**src/sv/tksd_pkg.sv**
```systemverilog
`default_nettype none
package tksd_pkg;

	localparam int ByteW    = 8;
	localparam int CodeW    = 21;
	// Only the first CSI parameter can select a key, so only it is kept.
	localparam int ParamWidth = 16;
	localparam int CountW   = 4;
	localparam int UCountW  = 3;

	typedef enum logic [1:0] {
		ModeNormal = 2'd0,
		ModeEsc    = 2'd1,
		ModeCsi    = 2'd2
	} mode_t;

	localparam logic [ByteW-1:0] ByteEsc   = 8'd27;
	localparam logic [ByteW-1:0] ByteDel   = 8'd127;
	localparam logic [ByteW-1:0] ByteLbr   = 8'h5B;
	localparam logic [ByteW-1:0] ByteTilde = 8'h7E;
	localparam logic [ByteW-1:0] ByteSemi  = 8'h3B;
	localparam logic [ByteW-1:0] ByteZero  = 8'h30;
	localparam logic [ByteW-1:0] ByteNine  = 8'h39;
	localparam logic [ByteW-1:0] ByteUp    = 8'h41;
	localparam logic [ByteW-1:0] ByteDown  = 8'h42;
	localparam logic [ByteW-1:0] ByteRight = 8'h43;
	localparam logic [ByteW-1:0] ByteLeft  = 8'h44;

	localparam logic [CodeW-1:0] KeyHome  = 21'h01;
	localparam logic [CodeW-1:0] KeyBksp  = 21'h08;
	localparam logic [CodeW-1:0] KeyEnd   = 21'h05;
	localparam logic [CodeW-1:0] KeyUp    = 21'h10;
	localparam logic [CodeW-1:0] KeyDown  = 21'h0E;
	localparam logic [CodeW-1:0] KeyRight = 21'h06;
	localparam logic [CodeW-1:0] KeyLeft  = 21'h02;

	typedef struct packed {
		mode_t                  mode;
		logic [ParamWidth-1:0]  param0;
		logic [CountW-1:0]      pcnt;
		logic [UCountW-1:0]     ucnt;
		logic [ByteW-1:0]       lead;
		logic [ByteW-1:0]       cont1;
		logic [ByteW-1:0]       cont2;
	} dec_state_t;

	typedef struct packed {
		logic             hit;
		logic [CodeW-1:0] code;
	} dec_result_t;

endpackage
`default_nettype wire

```
**src/sv/tksd_byte_if.sv**
```systemverilog
`default_nettype none
interface tksd_byte_if;
	logic                        valid;
	logic                        ready;
	logic [tksd_pkg::ByteW-1:0]  in_byte;

	modport source(output valid, output in_byte, input ready);
	modport sink(input valid, input in_byte, output ready);
endinterface
`default_nettype wire

```
**src/sv/tksd_key_if.sv**
```systemverilog
`default_nettype none
interface tksd_key_if;
	logic                        valid;
	logic                        ready;
	logic [tksd_pkg::CodeW-1:0]  key_code;

	modport source(output valid, output key_code, input ready);
	modport sink(input valid, input key_code, output ready);
endinterface
`default_nettype wire

```
**src/sv/terminal_key_sequence_decoder_unit.sv**
```systemverilog
// Terminal key decoder: raw terminal bytes in, key codes and code points out.
// term (sink): one byte per beat on in_byte, taken when valid and ready are high.
// key (source): one 21-bit key_code per beat; a byte yields zero or one beat.
//   DEL gives backspace 0x08, ESC [ ... A/B/C/D and ESC [ n ~ give editing codes,
//   everything else runs through a strict UTF-8 decoder; bad bytes vanish.
// Path: an accepted byte waits in the byte register, is decoded there, and its
//   result loads into the result register, from which its beat is offered.
// Throughput: one byte per cycle unless key stalls. The decode is one pass of
//   shallow compares and a times-ten add between the byte and result registers.
// Stall: while key is valid and not ready the result register holds; an empty byte
//   register still takes one more byte, then term.ready drops until key drains.
// Reset (arst_n low, asynchronous): both registers empty, decoder back to
//   plain mode with no pending escape or UTF-8 bytes.
`default_nettype none
module terminal_key_sequence_decoder_unit (
	input  wire logic    clk,
	input  wire logic    arst_n,
	tksd_byte_if.sink    term,
	tksd_key_if.source   key
);

	logic                           valid_s1;
	logic [tksd_pkg::ByteW-1:0]     byte_s1;
	tksd_pkg::dec_state_t           state_q;
	tksd_pkg::dec_state_t           state_nxt;
	tksd_pkg::dec_result_t          step_res;
	logic                           key_valid_q;
	logic [tksd_pkg::CodeW-1:0]     key_code_q;
	logic                           advance;

	// Decode the held byte once the result register is free or draining.
	assign advance    = valid_s1 && (!key_valid_q || key.ready);
	assign term.ready = !valid_s1 || advance;

	assign key.valid    = key_valid_q;
	assign key.key_code = key_code_q;

	tksd_step u_step (
		.cur     (state_q),
		.in_byte (byte_s1),
		.nxt     (state_nxt),
		.res     (step_res)
	);

	always_ff @(posedge clk or negedge arst_n) begin
		if (!arst_n) begin
			valid_s1    <= 1'b0;
			key_valid_q <= 1'b0;
			state_q     <= '0;
		end else begin
			if (term.ready) valid_s1 <= term.valid;
			if (advance) begin
				state_q     <= state_nxt;
				key_valid_q <= step_res.hit;
			end else if (key.ready) begin
				key_valid_q <= 1'b0;
			end
		end
	end

	// Payload: capture the byte and the result without reset.
	always_ff @(posedge clk) begin
		if (term.valid && term.ready) byte_s1 <= term.in_byte;
		if (advance && step_res.hit) key_code_q <= step_res.code;
	end

endmodule
`default_nettype wire

```
**src/sv/tksd_step.sv**
```systemverilog
`default_nettype none
module tksd_step (
	input  tksd_pkg::dec_state_t           cur,
	input  logic [tksd_pkg::ByteW-1:0]     in_byte,
	output tksd_pkg::dec_state_t           nxt,
	output tksd_pkg::dec_result_t          res
);

	function automatic logic [2:0] lead_len(input logic [tksd_pkg::ByteW-1:0] b);
		logic [2:0] n;
		n = 3'd0;
		if (b >= 8'hC2 && b <= 8'hDF) n = 3'd2;
		else if (b >= 8'hE0 && b <= 8'hEF) n = 3'd3;
		else if (b >= 8'hF0 && b <= 8'hF4) n = 3'd4;
		return n;
	endfunction

	function automatic logic cont_ok(input logic [tksd_pkg::ByteW-1:0] lead,
			input logic [tksd_pkg::UCountW-1:0] pos, input logic [tksd_pkg::ByteW-1:0] b);
		logic [tksd_pkg::ByteW-1:0] lo;
		logic [tksd_pkg::ByteW-1:0] hi;
		lo = 8'h80;
		hi = 8'hBF;
		if (pos == 3'd1) begin
			if (lead == 8'hE0) lo = 8'hA0;
			else if (lead == 8'hED) hi = 8'h9F;
			else if (lead == 8'hF0) lo = 8'h90;
			else if (lead == 8'hF4) hi = 8'h8F;
		end
		return (b >= lo) && (b <= hi);
	endfunction

	localparam int AccW = tksd_pkg::ParamWidth + 4;

	logic [2:0]                      need;
	logic                            pend;
	logic                            cont_good;
	logic                            last;
	logic [tksd_pkg::CodeW-1:0]      cp;
	logic                            is_digit;
	logic [AccW-1:0]                 acc;
	logic [tksd_pkg::ParamWidth-1:0] param_sat;

	always_comb begin
		need      = lead_len(cur.lead);
		pend      = (cur.ucnt != '0);
		cont_good = (need != 3'd0) && cont_ok(cur.lead, cur.ucnt, in_byte);
		last      = ((cur.ucnt + 3'd1) == need);
		unique case (need)
			3'd2:    cp = tksd_pkg::CodeW'({cur.lead[4:0], in_byte[5:0]});
			3'd3:    cp = tksd_pkg::CodeW'({cur.lead[3:0], cur.cont1[5:0], in_byte[5:0]});
			default: cp = {cur.lead[2:0], cur.cont1[5:0], cur.cont2[5:0], in_byte[5:0]};
		endcase
	end

	// Times ten plus digit, clamped to the parameter's all-ones value.
	always_comb begin
		is_digit  = (in_byte >= tksd_pkg::ByteZero) && (in_byte <= tksd_pkg::ByteNine);
		acc       = ({4'b0, cur.param0} << 3) + ({4'b0, cur.param0} << 1)
			+ AccW'(in_byte[3:0]);
		param_sat = (acc[AccW-1:tksd_pkg::ParamWidth] != 4'b0) ? '1
			: acc[tksd_pkg::ParamWidth-1:0];
	end

	always_comb begin
		nxt      = cur;
		res.hit  = 1'b0;
		res.code = '0;
		unique case (cur.mode)
			tksd_pkg::ModeNormal: begin
				if (in_byte == tksd_pkg::ByteEsc) begin
					nxt.mode = tksd_pkg::ModeEsc;
				end else if (in_byte == tksd_pkg::ByteDel) begin
					res.hit  = 1'b1;
					res.code = tksd_pkg::KeyBksp;
				end else if (pend && cont_good) begin
					if (last) begin
						res.hit  = 1'b1;
						res.code = cp;
						nxt.ucnt = '0;
					end else begin
						nxt.ucnt = cur.ucnt + 3'd1;
						if (cur.ucnt == 3'd1) nxt.cont1 = in_byte;
						else nxt.cont2 = in_byte;
					end
				end else begin
					// drop any broken sequence and decode this byte as a lead
					nxt.ucnt = '0;
					if (!in_byte[7]) begin
						res.hit  = 1'b1;
						res.code = tksd_pkg::CodeW'(in_byte);
					end else if (lead_len(in_byte) != 3'd0) begin
						nxt.lead = in_byte;
						nxt.ucnt = 3'd1;
					end
				end
			end
			tksd_pkg::ModeEsc: begin
				if (in_byte == tksd_pkg::ByteLbr) begin
					nxt.mode   = tksd_pkg::ModeCsi;
					nxt.param0 = '0;
					nxt.pcnt   = '0;
				end else begin
					nxt.mode = tksd_pkg::ModeNormal;
				end
			end
			tksd_pkg::ModeCsi: begin
				if (is_digit) begin
					if (cur.pcnt == '0) nxt.param0 = param_sat;
				end else begin
					if (cur.pcnt != '1) nxt.pcnt = cur.pcnt + 4'd1;
					if (in_byte != tksd_pkg::ByteSemi) begin
						nxt.mode = tksd_pkg::ModeNormal;
						res.hit  = 1'b1;
						priority if (in_byte == tksd_pkg::ByteUp) res.code = tksd_pkg::KeyUp;
						else if (in_byte == tksd_pkg::ByteDown) res.code = tksd_pkg::KeyDown;
						else if (in_byte == tksd_pkg::ByteRight) res.code = tksd_pkg::KeyRight;
						else if (in_byte == tksd_pkg::ByteLeft) res.code = tksd_pkg::KeyLeft;
						else if (in_byte == tksd_pkg::ByteTilde && cur.pcnt == '0 &&
								cur.param0 == tksd_pkg::ParamWidth'(1))
							res.code = tksd_pkg::KeyHome;
						else if (in_byte == tksd_pkg::ByteTilde && cur.pcnt == '0 &&
								cur.param0 == tksd_pkg::ParamWidth'(3))
							res.code = tksd_pkg::KeyBksp;
						else if (in_byte == tksd_pkg::ByteTilde && cur.pcnt == '0 &&
								cur.param0 == tksd_pkg::ParamWidth'(4))
							res.code = tksd_pkg::KeyEnd;
						else if (in_byte == tksd_pkg::ByteTilde && cur.pcnt == '0 &&
								cur.param0 == tksd_pkg::ParamWidth'(5))
							res.code = tksd_pkg::KeyUp;
						else if (in_byte == tksd_pkg::ByteTilde && cur.pcnt == '0 &&
								cur.param0 == tksd_pkg::ParamWidth'(6))
							res.code = tksd_pkg::KeyDown;
						else res.hit = 1'b0;
					end
				end
			end
			default: begin
				nxt.mode = tksd_pkg::ModeNormal;
			end
		endcase
	end

endmodule
`default_nettype wire

```
**src/flat_wrapper.sv**
```systemverilog
// flat-port wrapper written by rule: the top's interface ports become plain ports
module terminal_key_sequence_decoder_unit_flat 
  (clk, arst_n, term_valid, term_in_byte, term_ready, key_valid, key_key_code, key_ready);
  tksd_byte_if term_i ();
  tksd_key_if key_i ();
  input  wire logic clk;
  input  wire logic arst_n;
  input wire logic [$bits(term_i.valid)-1:0] term_valid;
  input wire logic [$bits(term_i.in_byte)-1:0] term_in_byte;
  output wire logic [$bits(term_i.ready)-1:0] term_ready;
  output wire logic [$bits(key_i.valid)-1:0] key_valid;
  output wire logic [$bits(key_i.key_code)-1:0] key_key_code;
  input wire logic [$bits(key_i.ready)-1:0] key_ready;
  assign term_i.valid = term_valid;
  assign term_i.in_byte = term_in_byte;
  assign term_ready = term_i.ready;
  assign key_valid = key_i.valid;
  assign key_key_code = key_i.key_code;
  assign key_i.ready = key_ready;
  terminal_key_sequence_decoder_unit u_core (.clk(clk), .arst_n(arst_n), .term(term_i), .key(key_i));
endmodule
```
**config.mk**
```make
export PLATFORM = sky130hd
export DESIGN_NAME = terminal_key_sequence_decoder_unit_flat
export DESIGN_NICKNAME = d
export VERILOG_FILES = /design/src/sv/tksd_pkg.sv /design/src/sv/tksd_byte_if.sv /design/src/sv/tksd_key_if.sv /design/src/sv/terminal_key_sequence_decoder_unit.sv /design/src/sv/tksd_step.sv /design/src/flat_wrapper.sv
export SDC_FILE = /design/constraint.sdc
export NUM_CORES = 1
export LEC_CHECK = 0
export ABC_AREA = 1
export ABC_CLOCK_PERIOD_IN_PS = 3700
export BUFFER_PORTS_ARGS = -buffer_cell sky130_fd_sc_hd__buf_2
export CAP_MARGIN = 20
export CORE_MARGIN = 2
export CORE_UTILIZATION = 25
export CTS_CLUSTER_DIAMETER = 80
export CTS_CLUSTER_SIZE = 25
export DETAILED_ROUTE_END_ITERATION = 10
export PLACE_DENSITY = 0.39
export SYNTH_ARGS = -nofsm -noshare
export SYNTH_HDL_FRONTEND = slang
export SYNTH_HIERARCHICAL = 1
export SYNTH_SLANG_ARGS = --single-unit
```
**constraint.sdc**
```tcl
create_clock -name clk -period 3.7 [get_ports clk]
set_input_delay 0.37 -clock clk [delete_from_list [all_inputs] [get_ports clk]]
set_output_delay 0.37 -clock clk [all_outputs]
set_load 0.1 [all_outputs]
```
## After elaboration in Yosys (flattened, before gate mapping)

Index checks and enable logic that the tools add are counted.

- Flip-flop bits (word level): 76
- Input bits: 12
- Output and inout bits: 23
- Word-level logic and storage cells: 171

- Add/sub/neg operators: 4
- $lt $le $gt $ge: 16
- Eq/ne operators: 32
- Muxes and demuxes: 65
- Bitwise logic cells: 5
- Reductions and logical operators: 38

Operator list:

| operator | count |
|---|---|
| 22-bit two-way mux | 7 |
| 8-bit by 7-bit == test with 1-bit output (second input constant) | 7 |
| 5-bit two-way mux | 10 |
| 16-bit by 3-bit == test with 1-bit output (second input constant) | 3 |
| 8-bit >= comparator (second input constant) | 6 |
| 8-bit <= comparator (second input constant) | 6 |
| 16-bit two-way mux | 3 |
| 22-bit one-hot mux with 2 select lines | 1 |
| 6-bit two-way mux | 7 |
| 21-bit one-hot mux with 2 select lines | 1 |
| 20-bit one-hot mux with 2 select lines | 1 |
| 3-bit two-way mux | 13 |
| 8-bit == test (second input constant) | 4 |
| 7-bit AND reduction | 3 |
| 19-bit by 17-bit adder with 20-bit output | 1 |
| 20-bit by 4-bit adder with 20-bit output | 1 |
| 20-bit two-way mux | 1 |
| 1-bit logical AND | 19 |
| 16-bit by 1-bit == test with 1-bit output (second input constant) | 1 |
| 16-bit by 2-bit == test with 1-bit output (second input constant) | 1 |
| 2-bit != test (second input constant) | 7 |
| 4-bit two-way mux | 3 |
| 1-bit two-way mux | 11 |
| 11-bit two-way mux | 1 |
| 27 further kinds | 42 |

## Depth between registers and ports, before layout

Gate-level depths: netlist of the first run.

- Word-level depth: 18
- Gate-level depth with buffers: 19
- Depth with buffers taken out: 19

## Hierarchy

Netlist of the first run, hierarchy kept.

Modules (own cells, without submodules):

| module | instances | cells each | area an instance (sq um) | sequential area each (sq um) |
|---|---|---|---|---|
| tksd_step | 1 | 652 | 3375.7 | 0.0 |
| terminal_key_sequence_decoder_unit | 1 | 254 | 2935.3 | 2147.1 |

## Worst setup path after synthesis of the first run

Ideal clock, no wire load.

- Kind: register -> register
- Start: reg u_core/state_q[21] in the netlist's numbering
- End: reg u_core.key_code_q, in the netlist u_core/key.key_code[0], enable pin
- Setup time: 0.399 ns
- Arrival time: 2.996 ns
- Data required time: 3.301 ns
- Path slack: 0.305 ns
- Stages on the path, launching flop included: 17
- Path buffers: 0
- Clock period less this slack: 3.395 ns
- Cell sequence: dfrtp_1 > inv_1 > nor2_1 > inv_1 > nor2_1 > inv_1 > nor4_1 > a31o_2 > ha_1 > a21o_1 > a21oi_2 > nand3_2 > nand2_1 > nand3_1 > nand2_1 > inv_1 > nor2_1

RTL lines:

| item | RTL line | text |
|---|---|---|
| start, declared | terminal_key_sequence_decoder_unit.sv:24 | `tksd_pkg::dec_state_t state_q;` |
| start signal, assigned | terminal_key_sequence_decoder_unit.sv:53 | `state_q <= state_nxt;` |
| end signal, assigned | terminal_key_sequence_decoder_unit.sv:64 | `if (advance && step_res.hit) key_code_q <= step_res.code;` |
| end, declared | terminal_key_sequence_decoder_unit.sv:28 | `logic [tksd_pkg::CodeW-1:0] key_code_q;` |

## Worst setup path in the final report of the first run

- Start: reg u_core/state_q[23] in the netlist's numbering
- End: reg u_core/state_q[10] in the netlist's numbering

- Longest elaborated chain between the ends: 11
- Elaborated cells on any way between the ends: 34
- Classes of those cells: order compare (8); eq/ne (5); mux (12); bitwise (1); reduce/logical (8)

Ends and longest elaborated chain:

| item | RTL line | text |
|---|---|---|
| 8-bit == test | tksd_step.sv:28 | `else if (lead == 8'hF4) hi = 8'h8F;` |
| 6-bit two-way mux | tksd_step.sv:28 |  |
| 6-bit two-way mux | tksd_step.sv:27 | `else if (lead == 8'hF0) lo = 8'h90;` |
| 6-bit two-way mux | tksd_step.sv:26 | `else if (lead == 8'hED) hi = 8'h9F;` |
| 6-bit two-way mux | tksd_step.sv:25 | `if (lead == 8'hE0) lo = 8'hA0;` |
| 6-bit two-way mux | tksd_step.sv:24 | `if (pos == 3'd1) begin` |
| 8-bit <= comparator | tksd_step.sv:30 | `return (b >= lo) && (b <= hi);` |
| 1-bit logical AND | tksd_step.sv:30 |  |
| 1-bit logical AND | tksd_step.sv:47 | `cont_good = (need != 3'd0) && cont_ok(cur.lead, cur.ucnt, in_byte);` |
| 1-bit logical AND | tksd_step.sv:76 | `end else if (pend && cont_good) begin` |
| 7-bit AND reduction (no source line) * | n/a |  |

Mark *: on every way between the ends. The rest lies on a longest branch, timed or not.
A chain may end at the register's enable or synchronous reset.

==> results of run 1 <==
layer usage:
layer / wire length [um] / vias to the layer above
li1: - / 2911
met1: 9420 / 2591
met2: 8330 / 93
met3: 638 / 13
met4: 223 / 0
met5: 0 / -
sequential cells by signal, indices dropped and copies added (netlist names):
signal and flops:
u_core/byte_s1 8, u_core/key.key_code 21, u_core/state_q 45, u_core/key.valid 1, u_core/valid_s1 1
placed cells by master (no fill, tap or decap), drive strengths merged, types with 4 or more instances in the layout:
master,count
xnor2,9
o21ai,36
a31oi,4
nand4,12
buf,42
edfxtp,29
dfrtp,47
inv,114
ha,44
clkbuf,11
nor2,52
nand2,324
a21oi,40
nor3,16
nand3,104
final cells by class:
type / instances / share of cell area, %
clock inverters: 5 / 0.874
well taps: 324 / 5.90
repair buffers: 42 / 3.35
clock buffers: 11 / 3.53
flip-flops and latches: 76 / 29.8
inverters: 114 / 6.23
multi-input cells: 664 / 50.3
stage by stage:
stage / worst slack, ns / cell area, sq um / hold WS [ns] / cells / utilization (%)
detailed placement: 0.457 / 6570 / 0.384 / 1220 / 27.2
floorplan: 0.305 / 6130 / 0.0744 / 882 / -
finish: 0.482 / 6870 / -0.00648 / 1236 / 28.4
global route: 0.174 / 6870 / 0.0299 / 1236 / 28.4
global placement: 0.476 / 6570 / 0.382 / 1220 / 27.2
CTS: 0.435 / 6870 / 0.00888 / 1236 / 28.4
how the worst min path moves through the flow:
| stage | endpoint | slack [ns] | depth (start not counted) |
|---|---|---|---|
| after detailed placement | u_core/state_q[18]$_DFFE_PN0P_ | 0.38 | 1 |
| final | u_core/state_q[19]$_DFFE_PN0P_ | -0.006 | 1 |
| after floorplan | u_core/key.valid$_DFFE_PN0P_ | 0.07 | 0 |
| after global routing | u_core/state_q[26]$_DFFE_PN0P_ | 0.03 | 1 |
| after CTS | u_core/state_q[26]$_DFFE_PN0P_ | 0.009 | 1 |
| after global placement | u_core/state_q[18]$_DFFE_PN0P_ | 0.38 | 1 |
worst reg2reg max path: cells and delay by family, from the launching register on:
| family | cells | cell delay (ns) |
|---|---|---|
| fa+ha+maj | 1 | 0.24 |
| simple gates | 10 | 1.76 |
| flops | 1 | 0.37 |
| buf+inv | 2 | 0.13 |
| compound gates | 4 | 0.59 |
where the power goes:
part | internal [uW] | leakage (uW) | switching, uW
sequential | 977 | 0.000920 | 91.8
clock | 545 | 0.000147 | 379
combinational | 175 | 0.00239 | 633
==> impl_metrics.yaml, run 1 <==
status:
  status: "finished with violations"
  violations: "hold timing"
grt:
  grt_pass1_wl_um: 30400
  grt_start_max_net_pins: 48
  grtUsageMet1_pct: 22.0
  use_met2_pct: 23.2
  antenna_found_initial: 0
  busiest_layer: "met2"
  use_met3_pct: 2.38
  grt_usage_pct: 15.0
  grt_pass1_vias: 5332
  overflow: 0
critical_path:
  path_cells: "nand2_1 > nor2_1 > inv_1 > nor2_1 > inv_1 > nor4_1 > a31o_2 > ha_1 > a21o_1 > a21oi_2 > nand3_2 > nor2_4 > nand3_2 > nand2_1 > o21ai_2 > nand3_1 > nand2_1"
  crit_family: "simple AND/OR/NAND/NOR gates"
  crit_path_frequent_cell: "nand2_1"
  worst_r2r_path_depth: 17
  cp-start-kind: "register"
  cpMaxStageDelayCell: "dfrtp_1"
  cp.depth: 17
  reg2reg_slack_ns: 0.48
  critical_path.n_buffers_inverters: 2
  critPathLaunch: "u_core/state_q[23]$_DFFE_PN0P_"
  path_class: "reg -> reg"
  reg2reg_from: "u_core/state_q[23]$_DFFE_PN0P_"
  slowest_delay_ns: 0.37
  arrival_ns: 3.45
  worstPathMaxFanout: 12
  crit_path_end: "u_core/state_q[10]$_DFFE_PN0P_"
  end_kind: "register"
  reg2reg_to: "u_core/state_q[10]$_DFFE_PN0P_"
  worstPathRequired_ns: 3.93
sta:
  finalSetupViolCount: 0
  fmax_ghz: 0.311
  finalHoldViolCount: 4
  rsz0062_at_grt: "false"
  fin_hold_ws_ns: -0.00648
  slew_headroom_pct: 51.8
  drv_slew: 0
  skew_ns: 0.00745
  final.min_clock_period_ns: 3.22
  period_share_pct: 87.0
  worstMarginPinSlew_ns: 0.721
  fin_setup_tns_ns: 0
floorplanning:
  fp-row-count: 57
  initial_utilization_pct: 25.4
  core_sq_um: 24200
  die_w_um: 161
  io-pin-count: 35
  dieArea_sq_um: 25800
  fp.dieH_um: 161
clock_tree:
  clk-insertion-delay-late_ns: 0.35
  cts_setup_buffers: 0
  cts_hold_buf: 0
  htree_levels: 3
  cts_buffer_depth: 2
  clock-sinks: 76
  numCtsBuffers: 9
  cts_tree: "built"
  root_buffer: "clkbuf_16"
  cts_resized: 0
  path_clk_slew_ns: 0.06
route:
  routedWlPerCell_um: 15.1
  drc: 0
  vias: 5608
  via_per_inst: 4.54
  drt_iter0_markers: 366
  ant_nets: 0
  firstDrtPassIters: 5
  totalWireLength_um: 18600
pwr:
  ir_drop_v: 0.000215
  fin_total_pwr_uw: 2800
  p_per_area_nw_per_um2: 407
  p_leak_uw: 0.00345
logic_synthesis:
  syn_area_sq_um: 6130
  syn-num-nets: 940
  ys_warn_count: 6
  syn_inst: 882
  syn_avg_cell_area_sq_um: 6.95
hold_path:
  hold_path_class: "in -> async"
cells_and_area:
  syn2layout_area_growth_pct: 12.1
  multi_input_area_sq_um: 3460
  nFillCells: 2667
  diodes: 0
  layout.area.seq_sq_um: 2050
  final_nets: 965
  drive_gt1_share_pct: 10.4
flow_run:
  max-cap-violations: 0
placement:
  place_congestion: 0.810
  port_buffers: 34
  dp_hpwl_um: 13600
No activity file was read; power rests on OpenSTA's default activity.
==> run 2, diff against run 1 <==
--- a/config.mk
+++ b/config.mk
@@ -5,7 +5,6 @@
 export SDC_FILE = /design/constraint.sdc
 export NUM_CORES = 1
 export LEC_CHECK = 0
-export ABC_AREA = 1
 export ABC_CLOCK_PERIOD_IN_PS = 3700
 export BUFFER_PORTS_ARGS = -buffer_cell sky130_fd_sc_hd__buf_2
 export CAP_MARGIN = 20
@@ -14,7 +13,8 @@
 export CTS_CLUSTER_DIAMETER = 80
 export CTS_CLUSTER_SIZE = 25
 export DETAILED_ROUTE_END_ITERATION = 10
-export PLACE_DENSITY = 0.39
+export HOLD_SLACK_MARGIN = 0.06
+export PLACE_DENSITY = 0.4
 export SYNTH_ARGS = -nofsm -noshare
 export SYNTH_HDL_FRONTEND = slang
 export SYNTH_HIERARCHICAL = 1
==> run 2 against run 1 <==
  * The flow now finishes without violations
  * Critical path depth down 2
  * Largest power group is now combinational logic
  * First-iteration DRC count down 27%
  * Global-route usage down 2.0 points
  * Worst setup slack worse by 0.33 ns
  * Synthesized area down 9.3%
  * Final area down 5.1%
==> impl_metrics.yaml, run 2 <==
critical_path:
  cpMaxStageDelayCell: "or4_1"
  slowest_delay_ns: 0.44
  arrival_ns: 3.61
  worstPathRequired_ns: 3.76
  crit_path_frequent_cell: "ha_1"
  cp-start-kind: "register"
  worst_r2r_path_depth: 15
  worstPathMaxFanout: 21
  path_cells: "inv_1 > ha_1 > nand2b_1 > nor4_2 > ha_1 > or4b_1 > o21ai_1 > a21oi_1 > or4_1 > nor2_2 > nor2b_1 > o21ai_0 > nand2_1 > nor2_4 > buf_12"
  crit_family: "simple AND/OR/NAND/NOR gates"
  path_class: "reg -> reg"
  cp.depth: 15
  end_kind: "register"
  critical_path.n_buffers_inverters: 2
clock_tree:
  root_buffer: "clkbuf_16"
  cts_tree: "built"
  path_clk_slew_ns: 0.06
  cts_setup_buffers: 0
  cts_buffer_depth: 2
  numCtsBuffers: 9
  clk-insertion-delay-late_ns: 0.35
  clock-sinks: 76
  htree_levels: 3
cells_and_area:
  final_cell_mix: "60 x nand2_1, 47 x dfrtp_1, 44 x ha_1"
  utilization_pct: 29.9
  largest_reg_flops: 45
  final_common_cell: "nand2_1"
  syn2layout_area_growth_pct: 17.3
  diodes: 0
  drive_gt1_share_pct: 25.8
  top_register: "u_core/state_q"
  final_nets: 650
floorplanning:
  initial_utilization_pct: 25.5
  fp-row-count: 54
  core_sq_um: 21800
  fp.dieH_um: 153
  io-pin-count: 35
  die_w_um: 153
  dieArea_sq_um: 23500
placement:
  dp_hpwl_um: 11000
  place_congestion: 0.873
  port_buffers: 34
  post-place-ws_ns: 0.118
logic_synthesis:
  syn-num-nets: 603
  syn_inst: 545
  ys_warn_count: 6
  syn_area_sq_um: 5560
  syn_avg_cell_area_sq_um: 10.2
sta:
  fin_setup_tns_ns: 0
  setup_ws_ns: 0.148
  slew_headroom_pct: 45.3
  finalHoldViolCount: 0
  skew_ns: 0.00619
  period_share_pct: 96.0
  finalSetupViolCount: 0
  fmax_ghz: 0.282
  worstMarginPinSlew_ns: 0.814
  final.min_clock_period_ns: 3.55
  drv_slew: 0
route:
  totalWireLength_um: 15000
  drt_iter0_markers: 267
  routedWlPerCell_um: 17.1
  via_per_inst: 5.05
  firstDrtPassIters: 4
  ant_nets: 0
  drc: 0
  vias: 4429
pwr:
  p_leak_uw: 0.00293
  p_per_area_nw_per_um2: 512
  ir_drop_v: 0.000193
hold_path:
  hold_path_class: "in -> reg"
  min_path_cells: 1
grt:
  grt_usage_pct: 13.0
  grt_pass1_vias: 4413
  antenna_found_initial: 0
  grt_pass1_wl_um: 24200
  grt_start_max_net_pins: 46
  overflow: 0
status:
  status: "completed"
flow_run:
  max-cap-violations: 0
## run 2: final cells by class
| type | count | area (sq um) |
|---|---|---|
| sequential | 76 | 2050 |
| multi-input combinational | 432 | 3370 |
| fill | 2289 | 15300 |
| tap | 280 | 350 |
| clock buffer | 9 | 225 |
| timing repair buffer | 57 | 370 |
| inverter | 16 | 60.1 |
| clock inverter | 7 | 104 |
## run 2: worst paths after layout
kind,startpoint,endpoint,slack [ns]
worst max-delay path,u_core/state_q[25]$_DFFE_PN0P_,u_core/key.key_code[5]$_DFFE_PP_,0.15
worst min-delay path,term_in_byte[1],u_core/byte_s1[1]$_DFFE_PP_,0.19
worst max register to register,u_core/state_q[25]$_DFFE_PN0P_,u_core/key.key_code[5]$_DFFE_PP_,0.15
worst min register to register,u_core/state_q[3]$_DFFE_PN0P_,u_core/state_q[3]$_DFFE_PN0P_,0.54
max in group asynchronous,arst_n,u_core/state_q[41]$_DFFE_PN0P_,2.72
min in group asynchronous,arst_n,u_core/state_q[19]$_DFFE_PN0P_,0.48
## run 2: stage by stage
step	hold slack, ns	area, sq um	cells	power [uW]
after floorplan	0.0744	5570	545	2040
after global placement	0.519	6150	859	2350
after detailed placement	0.530	6150	859	2370
after CTS	0.176	6480	875	3370
after global routing	0.183	6530	877	3520
final	0.191	6530	877	3340
## run 2: repair_timing
| action | 4_1_cts | 5_1_grt |
|---|---|---|
| hold endpoints to repair | 0 | 13 |
| gates resized for setup | 0 | 4 |
| endpoints found under the setup margin | 0 | 23 |
| hold buffers | 0 | 1 |
## run 2: per-layer routing
metal / vias up / track usage, % / wire length (um)
met5: - / 0 / 0
met4: 0 / 3.79 / 193
met3: 16 / 2.86 / 606
met2: 115 / 21.2 / 7120
met1: 2160 / 17.4 / 7050
li1: 2138 / - / -
## run 2: power by group
group | leakage (uW) | internal [uW] | switching [uW] | total, uW
Sequential | 0.000905 | 1020 | 109 | 1120
Combinational | 0.00186 | 424 | 808 | 1230
Clock | 0.000161 | 601 | 383 | 984
Total | 0.00293 | 2040 | 1300 | 3340
